### config.mk
export PLATFORM = sky130hd
export DESIGN_NAME = sensor_frame_crc_check_and_scale_core_flat
export DESIGN_NICKNAME = d
export VERILOG_FILES = /design/src/design/sfcc_pkg.sv /design/src/design/sfcc_if.sv /design/src/design/sfcc_front.sv /design/src/design/sfcc_queue.sv /design/src/design/sfcc_back.sv /design/src/design/sensor_frame_crc_check_and_scale_core.sv /design/src/flat_wrapper.sv
export SDC_FILE = /design/constraint.sdc
export NUM_CORES = 1
export LEC_CHECK = 0
export BUFFER_PORTS_ARGS = -buffer_cell sky130_fd_sc_hd__buf_2
export CORE_UTILIZATION = 50
export CTS_CLUSTER_DIAMETER = 60
export CTS_CLUSTER_SIZE = 24
export DETAILED_ROUTE_END_ITERATION = 8
export PLACE_DENSITY = 0.78
export SLEW_MARGIN = 20
export SYNTH_ARGS = -nofsm -noshare
export SYNTH_HDL_FRONTEND = slang
export SYNTH_SLANG_ARGS = --single-unit
### constraint.sdc
create_clock -name clk_i -period 22.7 [get_ports clk_i]
set_clock_uncertainty 0.2 [all_clocks]
set_input_delay 2.27 -clock clk_i [delete_from_list [all_inputs] [get_ports clk_i]]
set_output_delay 2.27 -clock clk_i [all_outputs]
set_load 0.02 [all_outputs]
### src/design/sfcc_pkg.sv
`timescale 1ns / 1ps

package sfcc_pkg;

  // CRC-8 parameters of the sensor readout
  localparam logic [7:0] CRC_POLY = 8'h31;
  localparam logic [7:0] CRC_INIT = 8'hFF;

  // Scale factors (full scale 65535 maps to these values)
  localparam logic [14:0] SCALE_TEMP_C = 15'd17500;
  localparam logic [14:0] SCALE_TEMP_F = 15'd31500;
  localparam logic [14:0] SCALE_HUM    = 15'd10000;
  localparam logic [15:0] OFFSET_C     = 16'd4500;
  localparam logic [15:0] OFFSET_F     = 16'd4900;

  // Product widths: 65535 * 31500 fits 31 bits
  localparam int unsigned ProdW = 31;

  // Configuration register indexes
  typedef enum logic [0:0] {
    CFG_WORDS_PER_FRAME = 1'b0,
    CFG_TEMP_UNIT       = 1'b1
  } cfg_idx_e;

  // Frame status codes
  typedef enum logic [1:0] {
    STATUS_OK        = 2'd0,
    STATUS_BAD_FIRST = 2'd1,
    STATUS_BAD_SECOND = 2'd2
  } status_e;

  // Input transaction payload
  typedef struct packed {
    logic [7:0] rx_byte;
    logic       frame_start;
  } byte_item_t;

  // Result transaction payload
  typedef struct packed {
    logic [1:0]         frame_status;
    logic [15:0]        first_word;
    logic [15:0]        second_word;
    logic signed [15:0] temperature_centi;
    logic [13:0]        humidity_centi;
  } result_item_t;

  // Completed frame handed from the parser to the scaler
  typedef struct packed {
    status_e     status;
    logic [15:0] first_word;
    logic [15:0] second_word;
    logic        single;
    logic        fahrenheit;
  } frame_t;

  // One byte step of the MSB-first CRC-8
  function automatic logic [7:0] crc8_update(input logic [7:0] crc, input logic [7:0] b);
    logic [7:0] c;
    c = crc ^ b;
    for (int k = 0; k < 8; k++) begin
      if (c[7]) begin
        c = {c[6:0], 1'b0} ^ CRC_POLY;
      end else begin
        c = {c[6:0], 1'b0};
      end
    end
    return c;
  endfunction

  // round(prod / 65535): add half, then divide by 65535 as x/65536 plus one
  // correction step, since x mod 65535 = (x mod 65536) + (x / 65536) stays
  // below twice the divisor
  function automatic logic [15:0] div65535_round(input logic [ProdW-1:0] prod);
    logic [31:0] x;
    logic [15:0] q0;
    logic [16:0] r;
    x  = {1'b0, prod} + 32'd32767;
    q0 = x[31:16];
    r  = {1'b0, x[15:0]} + {1'b0, q0};
    return (r >= 17'd65535) ? q0 + 16'd1 : q0;
  endfunction

endpackage

### src/design/sfcc_if.sv
`timescale 1ns / 1ps

interface sfcc_byte_if;
  import sfcc_pkg::*;
  logic       valid;
  logic       ready;
  byte_item_t data;

  modport source (output valid, output data, input ready);
  modport sink (input valid, input data, output ready);
endinterface

interface sfcc_result_if;
  import sfcc_pkg::*;
  logic         valid;
  logic         ready;
  result_item_t data;

  modport source (output valid, output data, input ready);
  modport sink (input valid, input data, output ready);
endinterface

### src/design/sfcc_front.sv
`timescale 1ns / 1ps

module sfcc_front (
  input  logic             clk_i,
  input  logic             rst_ni,
  input  logic             cfg_we_i,
  input  logic [0:0]       cfg_idx_i,
  input  logic [1:0]       cfg_data_i,
  sfcc_byte_if.sink        byte_i,
  output logic             push_valid_o,
  output sfcc_pkg::frame_t push_data_o,
  input  logic             push_ready_i
);
  import sfcc_pkg::*;

  // Byte positions inside a frame
  localparam logic [2:0] POS_MSB1 = 3'd0;
  localparam logic [2:0] POS_LSB1 = 3'd1;
  localparam logic [2:0] POS_CRC1 = 3'd2;
  localparam logic [2:0] POS_MSB2 = 3'd3;
  localparam logic [2:0] POS_LSB2 = 3'd4;
  localparam logic [2:0] POS_CRC2 = 3'd5;

  logic [1:0]  words_q, words_d;
  logic        unit_q, unit_d;
  logic [2:0]  pos_q, pos_d, pos_e;
  logic [7:0]  crc_q, crc_d, crc_e, crc_b;
  logic        bad_q, bad_d, bad_e, crc_mismatch;
  logic [15:0] w1_q, w1_d;
  logic [7:0]  high_q, high_d, low_q, low_d;
  logic        fire, single;
  logic [7:0]  b;

  assign byte_i.ready = push_ready_i;
  assign fire         = byte_i.valid && push_ready_i;
  assign b            = byte_i.data.rx_byte;
  assign single       = (words_q == 2'd1);

  // Apply configuration writes
  always_comb begin
    words_d = words_q;
    unit_d  = unit_q;
    if (cfg_we_i) begin
      unique case (cfg_idx_e'(cfg_idx_i))
        CFG_WORDS_PER_FRAME: words_d = cfg_data_i;
        CFG_TEMP_UNIT:       unit_d  = cfg_data_i[0];
        default:             ;
      endcase
    end
  end

  // Restart the frame on a start mark before the byte is parsed
  always_comb begin
    pos_e        = byte_i.data.frame_start ? POS_MSB1 : pos_q;
    crc_e        = byte_i.data.frame_start ? CRC_INIT : crc_q;
    bad_e        = byte_i.data.frame_start ? 1'b0 : bad_q;
    crc_b        = crc8_update(crc_e, b);
    crc_mismatch = (crc_e != b);
  end

  // Parse one byte and hand a finished frame to the queue
  always_comb begin
    pos_d        = pos_q;
    crc_d        = crc_q;
    bad_d        = bad_q;
    w1_d         = w1_q;
    high_d       = high_q;
    low_d        = low_q;
    push_valid_o = 1'b0;
    push_data_o.status      = STATUS_OK;
    push_data_o.first_word  = w1_q;
    push_data_o.second_word = {high_q, low_q};
    push_data_o.single      = 1'b0;
    push_data_o.fahrenheit  = unit_q;
    if (fire) begin
      case (pos_e) inside
        POS_MSB1, POS_MSB2: begin
          high_d = b;
          crc_d  = crc_b;
          bad_d  = bad_e;
          pos_d  = pos_e + 3'd1;
        end
        POS_LSB1: begin
          w1_d  = {high_q, b};
          crc_d = crc_b;
          bad_d = bad_e;
          pos_d = POS_CRC1;
        end
        POS_CRC1: begin
          crc_d = CRC_INIT;
          if (single) begin
            push_valid_o            = 1'b1;
            push_data_o.status      = crc_mismatch ? STATUS_BAD_FIRST : STATUS_OK;
            push_data_o.second_word = 16'd0;
            push_data_o.single      = 1'b1;
            pos_d                   = POS_MSB1;
            bad_d                   = 1'b0;
          end else begin
            pos_d = POS_MSB2;
            bad_d = crc_mismatch;
          end
        end
        POS_LSB2: begin
          low_d = b;
          crc_d = crc_b;
          bad_d = bad_e;
          pos_d = POS_CRC2;
        end
        POS_CRC2: begin
          push_valid_o = 1'b1;
          if (bad_e) begin
            push_data_o.status = STATUS_BAD_FIRST;
          end else if (crc_mismatch) begin
            push_data_o.status = STATUS_BAD_SECOND;
          end else begin
            push_data_o.status = STATUS_OK;
          end
          pos_d = POS_MSB1;
          crc_d = CRC_INIT;
          bad_d = 1'b0;
        end
        default: begin
          pos_d = POS_MSB1;
          crc_d = CRC_INIT;
          bad_d = 1'b0;
        end
      endcase
    end
  end

  // Hold control state and configuration
  always_ff @(posedge clk_i or negedge rst_ni) begin
    if (!rst_ni) begin
      words_q <= 2'd2;
      unit_q  <= 1'b0;
      pos_q   <= POS_MSB1;
      crc_q   <= CRC_INIT;
      bad_q   <= 1'b0;
    end else begin
      words_q <= words_d;
      unit_q  <= unit_d;
      pos_q   <= pos_d;
      crc_q   <= crc_d;
      bad_q   <= bad_d;
    end
  end

  // Hold the received word bytes
  always_ff @(posedge clk_i) begin
    w1_q   <= w1_d;
    high_q <= high_d;
    low_q  <= low_d;
  end

endmodule

### src/design/sfcc_queue.sv
`timescale 1ns / 1ps

module sfcc_queue (
  input  logic             clk_i,
  input  logic             rst_ni,
  input  logic             push_valid_i,
  input  sfcc_pkg::frame_t push_data_i,
  output logic             push_ready_o,
  output logic             pop_valid_o,
  output sfcc_pkg::frame_t pop_data_o,
  input  logic             pop_ready_i
);
  import sfcc_pkg::*;

  frame_t     slot_q [2];
  logic       wr_ptr_q, wr_ptr_d, rd_ptr_q, rd_ptr_d;
  logic [1:0] count_q, count_d;
  logic       push, pop;

  assign push_ready_o = (count_q != 2'd2);
  assign pop_valid_o  = (count_q != 2'd0);
  assign pop_data_o   = slot_q[rd_ptr_q];
  assign push         = push_valid_i && push_ready_o;
  assign pop          = pop_valid_o && pop_ready_i;

  // Advance pointers and fill level
  always_comb begin
    wr_ptr_d = push ? ~wr_ptr_q : wr_ptr_q;
    rd_ptr_d = pop ? ~rd_ptr_q : rd_ptr_q;
    count_d  = count_q;
    if (push && !pop) begin
      count_d = count_q + 2'd1;
    end else if (pop && !push) begin
      count_d = count_q - 2'd1;
    end
  end

  always_ff @(posedge clk_i or negedge rst_ni) begin
    if (!rst_ni) begin
      wr_ptr_q <= 1'b0;
      rd_ptr_q <= 1'b0;
      count_q  <= 2'd0;
    end else begin
      wr_ptr_q <= wr_ptr_d;
      rd_ptr_q <= rd_ptr_d;
      count_q  <= count_d;
    end
  end

  // Store the pushed frame
  always_ff @(posedge clk_i) begin
    if (push) begin
      slot_q[wr_ptr_q] <= push_data_i;
    end
  end

endmodule

### src/design/sfcc_back.sv
`timescale 1ns / 1ps

module sfcc_back (
  input  logic             clk_i,
  input  logic             rst_ni,
  input  logic             pop_valid_i,
  input  sfcc_pkg::frame_t pop_data_i,
  output logic             pop_ready_o,
  sfcc_result_if.source    result_o
);
  import sfcc_pkg::*;

  logic             s1_valid_q, s1_valid_d;
  frame_t           s1_frame_q;
  logic [ProdW-1:0] s1_temp_prod_q;
  logic [ProdW-1:0] s1_hum_prod_q;
  logic             out_valid_q, out_valid_d;
  result_item_t     out_q, out_d;
  logic             s1_ready, out_load;
  logic [14:0]      temp_scale;
  logic [15:0]      hum_src;
  logic [15:0]      temp_q16, hum_q16, temp_off;

  assign out_load    = !out_valid_q || result_o.ready;
  assign s1_ready    = !s1_valid_q || out_load;
  assign pop_ready_o = s1_ready;

  // Stage 1: multiply raw words by the unit scale
  assign temp_scale = pop_data_i.fahrenheit ? SCALE_TEMP_F : SCALE_TEMP_C;
  assign hum_src    = pop_data_i.single ? pop_data_i.first_word : pop_data_i.second_word;
  assign s1_valid_d = s1_ready ? pop_valid_i : s1_valid_q;

  always_ff @(posedge clk_i) begin
    if (s1_ready && pop_valid_i) begin
      s1_frame_q     <= pop_data_i;
      s1_temp_prod_q <= ProdW'({15'd0, pop_data_i.first_word} * {16'd0, temp_scale});
      s1_hum_prod_q  <= ProdW'({15'd0, hum_src} * {16'd0, SCALE_HUM});
    end
  end

  // Stage 2: divide by full scale with rounding, apply the offset
  always_comb begin
    temp_q16 = div65535_round(s1_temp_prod_q);
    hum_q16  = div65535_round(s1_hum_prod_q);
    temp_off = s1_frame_q.fahrenheit ? OFFSET_F : OFFSET_C;
    out_d.frame_status      = s1_frame_q.status;
    out_d.first_word        = s1_frame_q.first_word;
    out_d.second_word       = s1_frame_q.second_word;
    out_d.temperature_centi = $signed(temp_q16 - temp_off);
    out_d.humidity_centi    = hum_q16[13:0];
    out_valid_d             = out_load ? s1_valid_q : out_valid_q;
  end

  always_ff @(posedge clk_i) begin
    if (out_load && s1_valid_q) begin
      out_q <= out_d;
    end
  end

  always_ff @(posedge clk_i or negedge rst_ni) begin
    if (!rst_ni) begin
      s1_valid_q  <= 1'b0;
      out_valid_q <= 1'b0;
    end else begin
      s1_valid_q  <= s1_valid_d;
      out_valid_q <= out_valid_d;
    end
  end

  assign result_o.valid = out_valid_q;
  assign result_o.data  = out_q;

endmodule

### src/design/sensor_frame_crc_check_and_scale_core.sv
`timescale 1ns / 1ps

// Sensor frame checker and scaler. Takes one readout byte per cycle on
// byte_i (MSB, LSB, CRC-8 per word, one or two words per frame) and delivers
// one result transaction on result_o per completed frame: status, raw words,
// temperature and humidity in hundredths. A byte is taken every cycle while
// the two-frame queue between the byte parser and the scaler has room; the
// scaler is a two-stage pipeline (multiply, then divide-by-65535 and offset)
// ending in the output register; stalls on result_o back up only through
// that queue. Configuration (words_per_frame index 0, temp_unit index 1)
// must be written by the user through cfg_we_i only while no frame is in
// flight; the block itself does not enforce this.
module sensor_frame_crc_check_and_scale_core (
  input  logic       clk_i,
  input  logic       rst_ni,
  input  logic       cfg_we_i,
  input  logic [0:0] cfg_idx_i,
  input  logic [1:0] cfg_data_i,
  sfcc_byte_if.sink     byte_i,
  sfcc_result_if.source result_o
);
  import sfcc_pkg::*;

  logic   push_valid, push_ready, pop_valid, pop_ready;
  frame_t push_data, pop_data;

  sfcc_front u_front (
    .clk_i        (clk_i),
    .rst_ni       (rst_ni),
    .cfg_we_i     (cfg_we_i),
    .cfg_idx_i    (cfg_idx_i),
    .cfg_data_i   (cfg_data_i),
    .byte_i       (byte_i),
    .push_valid_o (push_valid),
    .push_data_o  (push_data),
    .push_ready_i (push_ready)
  );

  sfcc_queue u_queue (
    .clk_i        (clk_i),
    .rst_ni       (rst_ni),
    .push_valid_i (push_valid),
    .push_data_i  (push_data),
    .push_ready_o (push_ready),
    .pop_valid_o  (pop_valid),
    .pop_data_o   (pop_data),
    .pop_ready_i  (pop_ready)
  );

  sfcc_back u_back (
    .clk_i       (clk_i),
    .rst_ni      (rst_ni),
    .pop_valid_i (pop_valid),
    .pop_data_i  (pop_data),
    .pop_ready_o (pop_ready),
    .result_o    (result_o)
  );

endmodule
### src/flat_wrapper.sv
// flat-port wrapper written by rule: the top's interface ports become plain ports
module sensor_frame_crc_check_and_scale_core_flat import sfcc_pkg::*;
  (clk_i, rst_ni, cfg_we_i, cfg_idx_i, cfg_data_i, byte_i_valid, byte_i_data, byte_i_ready, result_o_valid, result_o_data, result_o_ready);
  sfcc_byte_if byte_i_i ();
  sfcc_result_if result_o_i ();
  input  logic clk_i;
  input  logic rst_ni;
  input  logic cfg_we_i;
  input  logic [0:0] cfg_idx_i;
  input  logic [1:0] cfg_data_i;
  input wire logic [$bits(byte_i_i.valid)-1:0] byte_i_valid;
  input wire logic [$bits(byte_i_i.data)-1:0] byte_i_data;
  output wire logic [$bits(byte_i_i.ready)-1:0] byte_i_ready;
  output wire logic [$bits(result_o_i.valid)-1:0] result_o_valid;
  output wire logic [$bits(result_o_i.data)-1:0] result_o_data;
  input wire logic [$bits(result_o_i.ready)-1:0] result_o_ready;
  assign byte_i_i.valid = byte_i_valid;
  assign byte_i_i.data = byte_i_data;
  assign byte_i_ready = byte_i_i.ready;
  assign result_o_valid = result_o_i.valid;
  assign result_o_data = result_o_i.data;
  assign result_o_i.ready = result_o_ready;
  sensor_frame_crc_check_and_scale_core u_core (.clk_i(clk_i), .rst_ni(rst_ni), .cfg_we_i(cfg_we_i), .cfg_idx_i(cfg_idx_i), .cfg_data_i(cfg_data_i), .byte_i(byte_i_i), .result_o(result_o_i));
endmodule
# Word-level counts from Yosys, hierarchy flattened
# Memory sizes are Yosys's and may differ from the RTL's.
# Cells that the tools add are included.
[totals]
mem_bits_ro = 0
memories = 1
word_cells = 139
input_bits = 17
latch_bits = 0
ff_bits = 209
mem_bits_rw = 72
out_inout_bits = 66
[classes]
n_mul = 2
muxes = 56
bitwise = 15
n_reduce_logical = 21
n_shift = 0
addsub = 10
div = 0
n_lt_le_gt_ge = 2
n_eq_ne = 8
[mem_list]
columns = ["memory", "depth", "word_bits", "read_ports", "rd_ports_with_merged_regs", "wr", "line", "source"]
rows = [
  ["u_core.u_queue.slot_q", 2, 36, 1, 0, 1, "sfcc_queue.sv:15", "frame_t slot_q [2];"],
]
[ops]
columns = ["cell", "n"]
rows = [
  ["$mux W17", 5],
  ["$mux W6", 8],
  ["$mux W8", 5],
  ["$ge A17 B16 Y1 const B", 2],
  ["$add A31 B15 Y32 const B", 1],
  ["$mux W16", 2],
  ["$add A30 B15 Y31 const B", 1],
  ["$mul A16 B15 Y31", 1],
  ["$mux W14", 2],
  ["$mul A16 B10 Y26 const B", 1],
  ["$not A3 Y3", 8],
  ["$mux W2", 11],
  ["$add A16 B15 Y17", 1],
  ["$add A16 B16 Y17", 1],
  ["$mux W1", 17],
  ["$add A16 B1 Y16 const B", 1],
  ["$sub A16 B13 Y16", 1],
  ["$mux W3", 5],
  ["$add A14 B1 Y14 const B", 1],
  ["$mux W10", 1],
  ["$ne A8 B8 Y1", 1],
  ["$xor A8 B8 Y8", 1],
  ["$eq A3 B2 Y1 const B", 2],
  ["$eq A3 B3 Y1 const B", 2],
  ["16 further kinds", 33],
]

# Logic depth before layout (Yosys ltp)
[depth]
word_depth = 22
ltp_mapped = 31
ltp_nobuf = 30

# Modules after synthesis
# From an unflattened synthesis, not the netlist that was laid out.
[unflattened]
cells_unflattened = 1888
hier_area_um2 = 21709.6
[by_module_without_submodules]
columns = ["mod", "cells_each", "seq_area_each_um2", "area_per_inst_um2", "instances"]
rows = [
  ["sfcc_back", 1553, 4644.5, 16280.6, 1],
  ["sfcc_queue", 130, 2262.2, 2941.6, 1],
  ["sfcc_front", 205, 1347.5, 2487.4, 1],
]

# Least setup slack after synthesis
# OpenSTA, ideal clock, no wires.
[synth_timing]
kind = "input to register"
startpoint = "input port byte_i_data[0]"
endpoint = "memory u_core.u_queue.slot_q[0][0] in the netlist's numbering (enable)"
path_slack_ns = 14.653
t_arrival_ns = 7.328
n_path_buf = 2
stages = 9
setup_ns = 0.519
required_time_ns = 21.981
path_cell_list = "clkbuf_1 > clkbuf_1 > nand2b_1 > inv_1 > ha_1 > ha_1 > a21oi_1 > nand2_1 > nor4_1"
[synth_via]
elab_chain_cells = 11
elab_cells_between_ends = 17
cone_classes = "eq/ne: 5; mux: 9; reduce/logical: 3"
[synth_rtl]
columns = ["item", "line", "source"]
rows = [
  ["start, declared", "flat_wrapper.sv:12", "input wire logic [$bits(byte_i_i.data)-1:0] byte_i_data;"],
  ["$mux W3 *", "sfcc_front.sv:54", "pos_e = byte_i.data.frame_start ? POS_MSB1 : pos_q;"],
  ["$eq A3 B3 Y1 (no line)", "n/a", ""],
  ["$mux W1 (4 in a row)", "sfcc_front.sv:76", "case (pos_e) inside"],
  ["$mux W1 *", "sfcc_front.sv:76", ""],
  ["$mux W1 *", "sfcc_front.sv:75", "if (fire) begin"],
  ["$logic_and A1 B1 Y1 *", "sfcc_queue.sv:23", "assign push = push_valid_i && push_ready_o;"],
  ["$mux W1 *", "sfcc_queue.sv:52", "if (push) begin"],
  ["$mux W1 (implied by the code) *", "sfcc_queue.sv:53", "slot_q[wr_ptr_q] <= push_data_i;"],
  ["end, declared", "sfcc_queue.sv:15", ""],
]
# Every way passes the cells marked *; elsewhere a longest branch is shown, timed or not.

==> impl_metrics.tcl <==
set metrics [dict create \
    fp.dieW_um 209.5 \
    antenna_found_initial 0 \
    routedWlPerCell_um 17.11 \
    drtAntennaViolNets 0 \
    place.gp.congestion 0.9798 \
    fin_crit_sh_pct 35.18 \
    cp_slowest_stage_delay_ns 0.53 \
    cp-start-kind "flip-flop" \
    setup_violations 0 \
    rsz0062_at_grt "no" \
    critPathKind "flip-flop to flip-flop" \
    syn_inst 1970 \
    outcome "completed" \
    clock_latency_ns 0.56 \
    ff_latch_area_um2 8255 \
    tightest_slew_ns 1.092 \
    multi_input_area_um2 11990 \
    cp-startpoint "u_core.u_queue.rd_ptr_q$_DFFE_PN0P_" \
    place_hpwl_mm 36.02 \
    grtUsageMet2_pct 36.74 \
    critical_path_arrival_ns 8.07 \
    cts_num_sinks 278 \
    synth_cell_types 83 \
    cts-buffers-inserted 27 \
    grt_max_degree 82 \
    cp_slowest_cell "fa_1" \
    final_util_pct 55.88 \
    cts_resized 0 \
    viasPerCell 5.477 \
    layout-area-overhead-vs-synth_pct 9.607 \
    yosysTopAreaCell "edfxtp_1" \
    ys_ff_latch 278 \
    yosysMostFrequentCell "inv_1" \
    io_pins 83 \
    drc_errors 0 \
    maxCapViolations 0 \
    nets 2460 \
    endpoint_kind "flip-flop" \
    postCtsSetupRepairBufs 0 \
    grt_pass1_vias 14715 \
    dieArea_um2 43890 \
    clock-root-buffer "clkbuf_16" \
    cts_tree "done" \
    h-tree-depth 1 \
    hold_path.class "flip-flop to flip-flop" \
    grt_overflow 0 \
    slew_headroom_pct 26.43 \
    row_count 75 \
    netlist.area_leader.share_pct 35.85 \
    synth_common_cells "inv_1 (317), edfxtp_1 (257), ha_1 (234), fa_1 (143), nand2_1 (139)" \
    fin_hold_ws_ns 0.2208 \
    ys.flop_type "edfxtp_1" \
    fp.dieH_um 209.5 \
    crit_fanout 29 \
    required_ns 22.79 \
    grt_first_pass_wirelength_mm 72.81 \
    slew_viol_final 0 \
    min_from "u_core.u_back.out_d[48]$_DFFE_PP_" \
    synth_area_leaders "edfxtp_1 (36%), ha_1 (14%), fa_1 (13%)" \
    clk_pin_slew_ns 0.08 \
    clockBufferDepth 3 \
    fmax_mhz 125.2 \
    pre_cts_ws_ns 14.72 \
    fin_ws_ns 14.72 \
    yosys_warnings 0 \
    io_buffers 82 \
    crit_path_frequent_cell "inv_1" \
    synth.cell_area_um2 21530 \
    top_usage_layer "met2" \
    period_minus_slack_ns 7.985 \
    hold_viol_final 0 \
    initial_utilization_pct 50.98 \
    grtUsageMet1_pct 26.46 \
    synth_edf_count 257 \
    antennaDiodeCount 0 \
    routed_wl_mm 44.92 \
    r2r-start "u_core.u_queue.rd_ptr_q$_DFFE_PN0P_" \
    first_iter_violations 991 \
    grt_util_all_layers_pct 20.67 \
    dr.pass1.iters 6 \
    fillers 3516 \
    use_met3_pct 2.439 \
    core_um2 42230 \
    setup-tns-final_ns 0 \
    synthArstFlopShare_pct 7.554 \
    vias 14378 \
    syn_area_per_cell_um2 10.93 \
    drive_above_1_share_pct 9.684 \
    yosysSeqAreaShare_pct 38.34 \
    timing.reg2reg.setup_slack_ns 14.72 \
    postCtsHoldBufs 0 \
]
[routing by layer]
layer,wire (um),vias to the layer above
met5,0,-
met4,1369,0
met1,19110,6979
li1,-,6941
met3,1992,87
met2,22450,371
[final timing paths]
path / end / cells after the start
setup / recovery: u_core.u_back.s1_temp_prod_q[29]$_DFFE_PP_ / 30
setup reg to reg: u_core.u_back.s1_temp_prod_q[29]$_DFFE_PP_ / 30
hold / removal: u_core.u_back.result_o.data[48]$_DFFE_PP_ / 0
min in group asynchronous: u_core.u_front.pos_q[0]$_DFFE_PN0P_ / 1
hold reg to reg: u_core.u_back.result_o.data[48]$_DFFE_PP_ / 0
max in group asynchronous: u_core.u_front.crc_q[5]$_DFFE_PN1P_ / 1
[metrics by stage]
stage	cells	cell area (um^2)
after floorplan	1984	21580
after global placement	2576	22620
after detailed placement	2576	22620
after CTS	2625	23600
after global routing	2625	23600
final	2625	23600
[placed cells by master, fill, tap and decap left out, types with 16 or more instances in the layout]
cell and instances:
a21o_1 22, inv_1 316, ha_1 234, a21oi_1 72, conb_1 16, edfxtp_1 257
nand3_1 22, xor2_1 50, nor2_1 110, o21ai_0 63, nand2b_1 16, nand2_1 139
fa_1 143, mux2i_1 36, xnor2_1 115, nor2b_1 26, nor3_1 40, clkbuf_16 27
buf_2 82
[worst max-delay path: cells and delay by family (launching register included)]
family	cells	cell delay [ns]
AOI/OAI and AO/OA	11	2.41
muxes	1	0.46
and+or+nand+nor	2	0.25
adders and majority gates	8	2.78
buffers and inverters	7	0.94
DFF	1	0.52
xor gates and xnor gates	1	0.12
[flip-flops by register name, indices dropped and copies added, names as in the netlist, 2 cells and up]
register,count
u_core.u_front.low_q,8
u_core.u_front.pos_q,3
u_core.u_back.result_o.data,64
u_core.u_queue.slot_q,72
u_core.u_front.high_q,8
u_core.u_back.out_d,34
u_core.u_back.s1_temp_prod_q,28
u_core.u_front.w1_q,16
u_core.u_front.crc_q,8
u_core.u_front.words_q,2
u_core.u_back.s1_hum_prod_q,26
u_core.u_queue.count_q,2
[layout make-up]
class | count | area share [%]
well taps | 539 | 2.858
clock buffers | 30 | 2.911
flip-flops and latches | 278 | 34.99
repair buffers | 94 | 2.121
inverters | 319 | 5.080
multi-input cells | 1346 | 50.82
clock inverters | 19 | 1.220
[cells by family after synthesis]
group,after synthesis,synth area share [%]
buf+inv,360,6.283
other cells,2,0.03488
simple gates,463,10.78
mux,50,2.400
xor+xnor,167,6.864
flops,278,38.34
fa+ha+maj,377,26.90
compound gates,273,8.398
Power is not shown: default switching activity piles up to over one toggle a cycle in this logic, so the estimate is an artifact.
